### config.mk
export PLATFORM = sky130hd
export DESIGN_NAME = mcoc_ctrl
export DESIGN_NICKNAME = d
export VERILOG_FILES = /design/src/rtl/core/matrix_chain_order_cost_assert.svh /design/src/rtl/core/mcoc_pkg.sv /design/src/rtl/core/mcoc_ctrl.sv
export SDC_FILE = /design/constraint.sdc
export NUM_CORES = 1
export LEC_CHECK = 0
export ABC_CLOCK_PERIOD_IN_PS = 1100
export BUFFER_PORTS_ARGS = -buffer_cell sky130_fd_sc_hd__buf_4
export CAP_MARGIN = 20
export CELL_PAD_IN_SITES_DETAIL_PLACEMENT = 1
export CELL_PAD_IN_SITES_GLOBAL_PLACEMENT = 1
export CORE_MARGIN = 2
export CORE_UTILIZATION = 27
export DETAILED_ROUTE_END_ITERATION = 10
export MAX_ROUTING_LAYER = met4
export PLACE_DENSITY_LB_ADDON = 0.1
export SYNTH_ARGS = -nofsm -noshare
export SYNTH_HDL_FRONTEND = slang
export SYNTH_SLANG_ARGS = --single-unit
### constraint.sdc
create_clock -name i_clk -period 1.1 [get_ports i_clk]
set_input_delay 0.22 -clock i_clk [delete_from_list [all_inputs] [get_ports i_clk]]
set_output_delay 0.22 -clock i_clk [all_outputs]
set_load 0.02 [all_outputs]
### src/rtl/core/matrix_chain_order_cost_assert.svh
// ----------------------------------------------------------------------------
// matrix chain order cost assertion macros
// concurrent check macros used by matrix_chain_order_cost.sv
// ----------------------------------------------------------------------------
`ifndef MATRIX_CHAIN_ORDER_COST_ASSERT_SVH
`define MATRIX_CHAIN_ORDER_COST_ASSERT_SVH

`ifndef SYNTHESIS

// same-cycle implication
`define MCOC_ASSERT_IMP(lbl, clk, rst_n, ante, cons) \
    lbl: assert property (@(posedge clk) disable iff (!rst_n) (ante) |-> (cons)) \
        else $error("mcoc assertion failed");

// next-cycle implication
`define MCOC_ASSERT_NXT(lbl, clk, rst_n, ante, cons) \
    lbl: assert property (@(posedge clk) disable iff (!rst_n) (ante) |=> (cons)) \
        else $error("mcoc assertion failed");

`else

`define MCOC_ASSERT_IMP(lbl, clk, rst_n, ante, cons)

`define MCOC_ASSERT_NXT(lbl, clk, rst_n, ante, cons)

`endif

`endif

### src/rtl/core/mcoc_pkg.sv
// ----------------------------------------------------------------------------
// mcoc_pkg
// types, codes and helpers shared by the matrix chain order cost block
// ----------------------------------------------------------------------------
package mcoc_pkg;

    localparam int DIM_PORT_W = 16;
    localparam int COST_W     = 64;
    localparam int STATUS_W   = 2;

    typedef enum logic [STATUS_W-1:0] {
        ST_OK    = 2'd0,
        ST_SHORT = 2'd1,
        ST_OVER  = 2'd2
    } t_status;

    typedef enum logic [3:0] {
        S_LOAD,
        S_CHECK,
        S_DIAG,
        S_IV0,
        S_IV1,
        S_IV2,
        S_K0,
        S_K1,
        S_K2,
        S_K3,
        S_WR,
        S_EMIT
    } t_state;

    typedef enum logic [3:0] {
        C_NOP,
        C_LOAD,
        C_CHECK,
        C_DIAG,
        C_RD_DI,
        C_RD_DJ,
        C_MUL_DIJ,
        C_K_RD0,
        C_K_RD1,
        C_K_SUM,
        C_K_ACC,
        C_WRITE,
        C_EMIT
    } t_cmd;

    typedef struct packed {
        logic overflow;
        logic short_chain;
        logic single;
        logic last_diag;
        logic last_k;
        logic last_iv;
        logic last_len;
        logic out_busy;
    } t_dp_stat;

    function automatic logic [COST_W-1:0] sat_add(input logic [COST_W-1:0] a,
                                                  input logic [COST_W-1:0] b);
        logic [COST_W:0] s;
        s = {1'b0, a} + {1'b0, b};
        return s[COST_W] ? {COST_W{1'b1}} : s[COST_W-1:0];
    endfunction

endpackage

### src/rtl/core/mcoc_ctrl.sv
// ----------------------------------------------------------------------------
// mcoc_ctrl
// sequencer for load, diagonal clear, interval sweep and result hand-off
// ----------------------------------------------------------------------------
module mcoc_ctrl
    import mcoc_pkg::*;
(
    input  logic     i_clk,
    input  logic     i_rst_n,
    input  logic     i_in_valid,
    input  logic     i_in_last,
    input  t_dp_stat i_stat,
    output logic     o_in_ready,
    output t_cmd     o_cmd
);

    t_state r_state;
    t_state n_state;

    always_ff @(posedge i_clk) begin
        if (!i_rst_n) begin
            r_state <= S_LOAD;
        end else begin
            r_state <= n_state;
        end
    end

    always_comb begin
        n_state = r_state;
        unique case (r_state)
            S_LOAD: begin
                if (i_in_valid && i_in_last) begin
                    n_state = S_CHECK;
                end
            end
            S_CHECK: begin
                if (i_stat.overflow || i_stat.short_chain || i_stat.single) begin
                    n_state = S_EMIT;
                end else begin
                    n_state = S_DIAG;
                end
            end
            S_DIAG: begin
                if (i_stat.last_diag) begin
                    n_state = S_IV0;
                end
            end
            S_IV0: n_state = S_IV1;
            S_IV1: n_state = S_IV2;
            S_IV2: n_state = S_K0;
            S_K0:  n_state = S_K1;
            S_K1:  n_state = S_K2;
            S_K2:  n_state = S_K3;
            S_K3: begin
                n_state = i_stat.last_k ? S_WR : S_K0;
            end
            S_WR: begin
                n_state = (i_stat.last_iv && i_stat.last_len) ? S_EMIT : S_IV0;
            end
            S_EMIT: begin
                if (!i_stat.out_busy) begin
                    n_state = S_LOAD;
                end
            end
            default: n_state = S_LOAD;
        endcase
    end

    always_comb begin
        o_in_ready = 1'b0;
        o_cmd      = C_NOP;
        unique case (r_state)
            S_LOAD: begin
                o_in_ready = 1'b1;
                o_cmd      = i_in_valid ? C_LOAD : C_NOP;
            end
            S_CHECK: o_cmd = C_CHECK;
            S_DIAG:  o_cmd = C_DIAG;
            S_IV0:   o_cmd = C_RD_DI;
            S_IV1:   o_cmd = C_RD_DJ;
            S_IV2:   o_cmd = C_MUL_DIJ;
            S_K0:    o_cmd = C_K_RD0;
            S_K1:    o_cmd = C_K_RD1;
            S_K2:    o_cmd = C_K_SUM;
            S_K3:    o_cmd = C_K_ACC;
            S_WR:    o_cmd = C_WRITE;
            S_EMIT:  o_cmd = i_stat.out_busy ? C_NOP : C_EMIT;
            default: o_cmd = C_NOP;
        endcase
    end

endmodule

==> flow_summary_export.csv, run 1 <==
group,metric,value,unit
yosys,yosysWarnings,0,
critical_path,crit_family,"flip-flops",
critical_path,cp-end-kind,"output port",
critical_path,crit_buf_inv,1,
timing,fmax,725.3,MHz
die,initial_core_util,0.2944,
critical_path,slowest_delay,0.40,ns
pwr,peakVddDrop,2021,µV
timing,fin_crit_sh,1.253,
cells_and_area,area_growth,141.9,%
timing,fin_crit,1.379,ns
detailed_routing,finalWirelength,2106,µm
placed_design,gp_congestion,0.7926,
yosys,syn_inst,47,
timing,setup_viol,9,
clock_tree,path_clk_slew,0.04,ns
cells_and_area,mostFrequentLayoutCells,"buf_4 (22), buf_6 (18), dfxtp_4 (4)",
global_routing,track_usage,0.2217,
clock_tree,cts_root_buf,"clkbuf_4",
global_routing,grt_overflow,0,
outcome,status,"finished with violations",
clock_tree,ctsLongestPathBuffers,2,
yosys,ys_ff_latch,4,
global_routing,grt_pass1_wl,2829,µm
clock_tree,h-tree-depth,1,
timing,worst_slew_pin_slew,0.2614,ns
timing,rsz0062_at_grt,"yes",
detailed_routing,drc,0,
critical_path,crit_path_top_delay_cell,"dfxtp_4",
cells_and_area,layout.cells.non_filler,101,
yosys,synth_nets,59,
yosys,yosys.cell_types.count,31,
global_routing,grt_pass1_vias,597,
job,cap_violations,0,
cells_and_area,diodes,0,
critical_path,worstPathArrival,1.16,ns
placed_design,io_buffers,16,
pwr,p_per_area,2934,nW/µm²
critical_path,crit_required,0.88,ns
clock_tree,cts_tree,"built",
critical_path,path_max_fanout,10,
cells_and_area,largestRegisters,"r_state (4)",
die,core,1318,µm²
die,num_io_pins,17,
cells_and_area,drive_above_1_share,0.7907,
die,row_count,13,
die,dieArea,1756,µm²
detailed_routing,ant_nets,0,
worst_hold_path,worstHoldPathType,"primary input to flip-flop",
timing,report.final.slew_viol_count,0,
yosys,yosys.area.top_type,"dfxtp_1",
clock_tree,cts.sinks,4,
outcome,violations,"setup timing",
placed_design,dp_cells,86,
critical_path,criticalPathCategory,"flip-flop to output port",
cells_and_area,regMostFlops,"r_state",
clock_tree,cts_buffers,3,
cells_and_area,fin_nets,100,
timing,relSlewSlack,0.8244,
yosys,yosysSeqAreaShare,0.2065,
global_routing,antenna_found_initial,0,
yosys,synth.avg_cell_area,8.253,µm²
cells_and_area,largest_reg_flops,4,
placed_design,place_ws,-0.1241,ns
yosys,synth.area.top_cells,"dfxtp_1 (21%), a2111oi_4 (7.1%), nand2b_1 (4.8%), nor4_1 (4.8%), o22ai_1 (4.8%)",
die,die_w,41.90,µm
detailed_routing,vias_per_cell,5.713,
critical_path,cp_cell_sequence,"nor4_4 -> buf_4",
yosys,syn-cell-area,387.9,µm²
timing,final.setup.worst_slack,-0.2788,ns
timing,skew,0.01217,ns
pwr,power,2.753,mW
placed_design,dp_hpwl,1082,µm
detailed_routing,routed-via-count,577,
global_routing,grt_max_degree,11,
pwr,leakage,0.3870,nW
timing,hold_viol,0,
critical_path,worst_setup_path_start_kind,"flip-flop",
die,die_h,41.90,µm
cells_and_area,final_common_cell,"buf_4",
detailed_routing,drt_iter0_markers,4,
clock_tree,insertion_delay,0.26,ns
detailed_routing,drtPass1Iterations,4,
yosys,synth_top_area_share,0.2065,
detailed_routing,wire_per_inst,20.85,µm
==> cells in the mapped netlist <==
cell type  instances
dfxtp_1            4
a21oi_1            3
buf_2              3
nand2_1            3
nand2b_1           3
nor4_1             3
o22ai_1            3
inv_1              2
a2111oi_4          1
a211oi_1           1
a21boi_0           1
a221o_1            1
a221oi_1           1
a22o_1             1
and2_1             1
and3_1             1
buf_6              1
mux2_2             1
nand2_4            1
nand3_1            1
nand3b_1           1
nand4bb_1          1
nor2_1             1
nor2b_1            1
nor3_1             1
o21a_1             1
o21ai_0            1
o21bai_1           1
o32a_1             1
o32ai_1            1
xnor2_1            1
==> timing repair <==
item                                    CTS  global route
endpoints found under the setup margin    8             9
pin swaps                                 4            10
hold buffers                              0             0
gates resized for setup                  17            25
hold endpoints to repair                  0             0
setup buffers                             8             6
==> metal layers <==
layer / part of all wire / vias up / GRT usage
li1: - / 263 / -
met1: 0.41 / 286 / 0.2539
met2: 0.51 / 20 / 0.3781
met3: 0.036 / 8 / 0.06522
met4: 0.044 / 0 / 0.05161
met5: 0 / - / -
==> cell type report <==
type / count / area (µm²)
multi-input combinational: 37 / 426.7
fill: 136 / 379.1
timing repair buffer: 40 / 367.9
sequential: 4 / 95.09
clock buffer: 3 / 22.52
tap: 15 / 18.77
inverter: 2 / 7.507
==> worst min-delay path, cell delays in order <==
cell	delay (ns)
buf_4	0.14
o21ai_4	0.06
a221oi_2	0.03
==> where the power goes <==
| part | switching (mW) | total [mW] | internal (mW) | leakage (nW) |
|---|---|---|---|---|
| Combinational | 0.891 | 2.09 | 1.20 | 0.338 |
| Clock | 0.0777 | 0.201 | 0.123 | 0.0138 |
| Sequential | 0.214 | 0.457 | 0.243 | 0.0356 |
==> path summary, 6_finish.rpt <==
path,start,end,slack (ns),depth (start not counted)
max,r_state[2],o_in_ready,-0.28,2
min reg2reg,r_state[3],r_state[1],0.58,2
max reg2reg,r_state[1],r_state[0],-0.25,5
min,i_rst_n,r_state[1],0.24,3
==> stage by stage <==
step             util  hold slack, ns  setup TNS (ns)  cell area, µm²
5_1_grt        0.7123          0.2444          -2.211           938.4
3_3_place_gp   0.5005          0.4811         -0.4471           659.4
2_1_floorplan       -          0.3368        -0.08994           475.5
3_5_place_dp   0.5005          0.4696         -0.5131           659.4
6_report       0.7123          0.2381          -1.881           938.4
4_1_cts        0.6154          0.2337          -1.720           810.8
==> kinds of logic after synthesis <==
group / Yosys count / synth area share
and+or+nand+nor: 18 / 0.2871
AOI/OAI and AO/OA: 17 / 0.3678
buffers and inverters: 6 / 0.08709
DFF: 4 / 0.2065
xor gates and xnor gates: 1 / 0.02258
muxes: 1 / 0.02903
Power figures use the tool's default switching activity.
==> run 2: changes to the inputs <==
--- a/config.mk
+++ b/config.mk
@@ -6,7 +6,7 @@
 export NUM_CORES = 1
 export LEC_CHECK = 0
 export ABC_CLOCK_PERIOD_IN_PS = 1100
-export BUFFER_PORTS_ARGS = -buffer_cell sky130_fd_sc_hd__buf_4
+export BUFFER_PORTS_ARGS = -buffer_cell sky130_fd_sc_hd__buf_2
 export CAP_MARGIN = 20
 export CELL_PAD_IN_SITES_DETAIL_PLACEMENT = 1
 export CELL_PAD_IN_SITES_GLOBAL_PLACEMENT = 1
==> constraint.sdc (replaced) <==
create_clock -name i_clk -period 1.1 [get_ports i_clk]
set_input_delay 0.11 -clock i_clk [delete_from_list [all_inputs] [get_ports i_clk]]
set_output_delay 0.11 -clock i_clk [all_outputs]
set_load 0.02 [all_outputs]
==> flow_summary_export.csv, run 2 (synthesis results as in run 1) <==
group,metric,value,unit
outcome,status,"finished with violations",
outcome,violations,"setup timing",
critical_path,path_max_fanout,8,
critical_path,crit_required,0.99,ns
cells_and_area,largest_reg_flops,4,
clock_tree,cts.sinks,4,
timing,hold_viol,0,
pwr,peakVddDrop,1948,µV
die,num_io_pins,17,
critical_path,startpoint,"r_state[1]",
critical_path,cp-end-kind,"output port",
clock_tree,hold_buffers,0,
global_routing,track_usage,0.2511,
clock_tree,h-tree-depth,1,
critical_path,worst_setup_path_start_kind,"flip-flop",
detailed_routing,vias_per_cell,5.475,
global_routing,grt_overflow,0,
timing,tns,-1.268,ns
timing,report.final.slew_viol_count,0,
global_routing,grt_max_degree,9,
detailed_routing,wire_per_inst,19.01,µm
placed_design,io_buffers,16,
timing,final.setup.worst_slack,-0.2412,ns
placed_design,gp_congestion,0.8061,
die,die_h,41.90,µm
clock_tree,cts_tree,"built",
timing,skew,0.001606,ns
critical_path,rr_startpoint,"r_state[2]",
detailed_routing,drt_iter0_markers,1,
placed_design,dp_hpwl,1068,µm
critical_path,criticalPathCategory,"flip-flop to output port",
global_routing,grt_pass1_wl,3180,µm
clock_tree,ctsLongestPathBuffers,2,
clock_tree,cts_root_buf,"clkbuf_4",
die,die_w,41.90,µm
timing,worst_slew_pin_slew,0.3216,ns
die,core,1318,µm²
cells_and_area,drive_above_1_share,0.7262,
timing,fin_crit,1.341,ns
die,dieArea,1756,µm²
worst_hold_path,timing.hold.worst_endpoint,"r_state[2]",
pwr,p_per_area,2959,nW/µm²
cells_and_area,regMostFlops,"r_state",
cells_and_area,area_growth,123.5,%
die,initial_core_util,0.2944,
timing,relSlewSlack,0.7849,
pwr,leakage,0.3562,nW
global_routing,grt_pass1_vias,626,
clock_tree,path_clk_slew,0.04,ns
timing,fin_crit_sh,1.219,
cells_and_area,final_common_cell,"buf_4",
cells_and_area,diodes,0,
detailed_routing,finalWirelength,1882,µm
cells_and_area,mostFrequentLayoutCells,"buf_4 (14), buf_2 (11), buf_6 (11)",
die,row_count,13,
placed_design,place_ws,-0.2164,ns
critical_path,ff2ff_path_depth,5,
cells_and_area,fin_nets,98,
timing,rsz0062_at_grt,"yes",
clock_tree,cts_buffers,3,
detailed_routing,drc,0,
cells_and_area,largestRegisters,"r_state (4)",
placed_design,dpl_cell_area,650.6,µm²
worst_hold_path,worstHoldPathType,"primary input to flip-flop",
cells_and_area,nFillCells,144,
cells_and_area,ff_latch_area,92.59,µm²
global_routing,antenna_found_initial,0,
worst_hold_path,min_path_cells,2,
timing,fmax,745.6,MHz
timing,setup_viol,8,
critical_path,worstReg2RegEnd,"r_state[0]",
detailed_routing,routed-via-count,542,
detailed_routing,drtPass1Iterations,3,
worst_hold_path,min_from,"i_rst_n",
cells_and_area,final_area,867.1,µm²
critical_path,worstPathArrival,1.23,ns
cells_and_area,multiInputGateArea,401.6,µm²
detailed_routing,ant_nets,0,
critical_path,r2r_setup_slack,-0.19,ns
clock_tree,insertion_delay,0.24,ns
job,cap_violations,0,
## run 2: cell types whose count changed in the layout (fill, tap and decap cells not counted), sizes merged
cell | previous run | this run
buf | 40 | 38
## run 2: repair_timing
action                                  in CTS  in global routing
endpoints found under the setup margin       9                  9
pin swaps                                   15                  8
buffers inserted                             9                  1
gates resized for setup                     31                  4
endpoints found under the hold margin        0                  0
## run 2: critical path: stages (launching register included)
cell     delay [ns]
dfxtp_2        0.33
buf_12         0.14
and2_4         0.14
buf_6          0.11
o22ai_4        0.14
buf_6          0.14
## run 2: worst max-delay path by stage
stage	end	slack [ns]
final	o_cmd[2]	-0.24
after global routing	o_cmd[2]	-0.28
after CTS	o_cmd[2]	-0.25
after detailed placement	r_state[0]	-0.22
after global placement	r_state[0]	-0.17
after floorplan	r_state[0]	-0.05
## run 2: final cells by class
| cell class | count | area share |
|---|---|---|
| inverters | 2 | 0.008658 |
| repair buffers | 38 | 0.3737 |
| flip-flops and latches | 4 | 0.1068 |
| multi-input cells | 37 | 0.4632 |
| well taps | 15 | 0.02165 |
| clock buffers | 3 | 0.02597 |
## run 2: metrics by stage
stage                 util  power [mW]  hold WS (ns)  std cells
CTS                 0.6363       2.449        0.1345         99
global placement    0.4938       1.710        0.3891         89
floorplan                -       1.187        0.2275         47
detailed placement  0.4938       1.731        0.3941         89
global route        0.6581       2.708        0.1503         99
finish              0.6581       2.566        0.1524         99
## run 2: layer usage
metal  wire (µm)  track usage
met4          38       0.1290
met2        1082       0.4406
met3          36      0.03913
met5           0            -
met1         725       0.2694
## run 2: where the power goes
group	internal (mW)	total (mW)	leakage (nW)	switching, mW
registers	0.236	0.354	0.0353	0.118
clock network	0.123	0.190	0.0138	0.0670
logic	1.13	2.02	0.307	0.894
==> run 3: changes to the inputs <==
--- a/config.mk
+++ b/config.mk
@@ -10,8 +10,10 @@
 export CAP_MARGIN = 20
 export CELL_PAD_IN_SITES_DETAIL_PLACEMENT = 1
 export CELL_PAD_IN_SITES_GLOBAL_PLACEMENT = 1
+export CORE_ASPECT_RATIO = 1.1
 export CORE_MARGIN = 2
 export CORE_UTILIZATION = 27
+export CTS_CLUSTER_SIZE = 20
 export DETAILED_ROUTE_END_ITERATION = 10
 export MAX_ROUTING_LAYER = met4
 export PLACE_DENSITY_LB_ADDON = 0.1
==> flow_summary_export.csv, run 3 (synthesis results as in run 1) <==
group,metric,value,unit
outcome,status,"finished with violations",
outcome,violations,"setup timing",
cells_and_area,fin_nets,98,
cells_and_area,largestRegisters,"r_state (4)",
worst_hold_path,worstHoldPathType,"primary input to flip-flop",
cells_and_area,diodes,0,
die,initial_core_util,0.2876,
cells_and_area,largest_reg_flops,4,
global_routing,grt_pass1_vias,535,
cells_and_area,drive_above_1_share,0.7262,
clock_tree,insertion_delay,0.24,ns
clock_tree,cts.sinks,4,
clock_tree,ctsLongestPathBuffers,2,
clock_tree,cts_buffers,3,
timing,hold_viol,0,
pwr,peakVddDrop,1516,µV
timing,skew,0.004235,ns
die,core,1349,µm²
detailed_routing,finalWirelength,1578,µm
placed_design,gp_congestion,0.6831,
placed_design,place_ws,-0.1402,ns
cells_and_area,final_common_cell,"buf_4",
cells_and_area,mostFrequentLayoutCells,"buf_4 (17), buf_2 (11), buf_6 (8)",
detailed_routing,drt_iter0_markers,6,
critical_path,path_max_fanout,9,
die,num_io_pins,17,
critical_path,worst_setup_path_start_kind,"flip-flop",
timing,fin_crit_sh,1.193,
critical_path,crit_required,0.99,ns
cells_and_area,regMostFlops,"r_state",
timing,setup_viol,7,
global_routing,antenna_found_initial,0,
placed_design,io_buffers,16,
clock_tree,cts_tree,"built",
cells_and_area,area_growth,114.8,%
pwr,leakage,0.3559,nW
critical_path,cp-end-kind,"output port",
die,die_h,43.75,µm
clock_tree,h-tree-depth,1,
die,row_count,14,
timing,fin_crit,1.312,ns
die,die_w,40.14,µm
critical_path,slowest_delay,0.34,ns
clock_tree,cts_root_buf,"clkbuf_4",
critical_path,criticalPathCategory,"flip-flop to output port",
critical_path,worstPathArrival,1.20,ns
detailed_routing,drc,0,
detailed_routing,drtPass1Iterations,2,
critical_path,crit_path_top_delay_cell,"dfxtp_2",
timing,worst_slew_pin_slew,0.2697,ns
detailed_routing,routed-via-count,538,
clock_tree,path_clk_slew,0.04,ns
timing,relSlewSlack,0.8202,
pwr,p_per_area,2878,nW/µm²
global_routing,grt_max_degree,10,
pwr,power,2.399,mW
timing,fmax,761.9,MHz
placed_design,dp_cells,87,
detailed_routing,vias_per_cell,5.380,
detailed_routing,wire_per_inst,15.78,µm
global_routing,grt_overflow,0,
timing,report.final.slew_viol_count,0,
placed_design,dp_hpwl,990.4,µm
critical_path,cp_cell_sequence,"buf_12 -> nor4_4 -> buf_4",
global_routing,track_usage,0.1946,
cells_and_area,layout.cells.non_filler,100,
global_routing,grt_pass1_wl,2263,µm
timing,rsz0062_at_grt,"yes",
timing,final.setup.worst_slack,-0.2125,ns
detailed_routing,ant_nets,0,
die,dieArea,1756,µm²
job,cap_violations,0,
## run 3: cell counts in the layout (fill, tap and decap cells not counted)
No cell type changed its count.
## run 3: layout make-up
cell class                 instances  area, µm²
clock buffer                       3      22.52
timing repair buffer              38      312.8
inverter                           2      7.507
multi-input combinational         37      382.9
sequential                         4      87.58
fill                             158      515.5
tap                               16      20.02
## run 3: routing by layer
layer  global-route usage  vias to the layer above  routed length [µm]
met5                    -                        -                   0
met4              0.06207                        0                  32
met3              0.03590                        4                  66
met2               0.3419                       13                 865
met1               0.2089                      258                 612
li1                     -                      263                   -
## run 3: stage by stage
stage               setup TNS, ns  hold slack (ns)  utilization  instance area (µm²)
detailed placement        -0.6600           0.3999       0.4666                629.4
global route               -1.480           0.1506       0.6178                833.3
CTS                        -1.148           0.1450       0.5798                782.0
floorplan                 -0.1652           0.2275            -                447.9
finish                     -1.096           0.1468       0.6178                833.3
global placement          -0.5097           0.3977       0.4666                629.4
## run 3: report_power, final
part | switching, mW | leakage [nW] | internal, mW
sequential | 0.0865 | 0.0347 | 0.225
combinational | 0.844 | 0.307 | 1.05
clock | 0.0665 | 0.0138 | 0.122
## run 3: path summary, 6_finish.rpt
kind / from / end / slack (ns) / cells after the start
worst max register to register: r_state[1] / r_state[0] / -0.15 / 5
worst max-delay path: r_state[3] / o_in_ready / -0.21 / 3
worst min register to register: r_state[3] / r_state[1] / 0.63 / 2
worst min-delay path: i_rst_n / r_state[2] / 0.15 / 2
## run 3: timing repair
| action | CTS | global route |
|---|---|---|
| endpoints found under the hold margin | 0 | 0 |
| pin swaps | 5 | 8 |
| setup endpoints to repair | 9 | 9 |
| buffers inserted | 7 | 3 |
| hold buffers | 0 | 0 |
| resized for setup | 24 | 7 |
| gates cloned | 0 | 0 |
## run 3: critical path, delay by kind of cell (launching register included)
family | cells | cell delay (ns)
flip-flops | 1 | 0.34
AND/OR/NAND/NOR | 1 | 0.29
buffers and inverters | 2 | 0.34
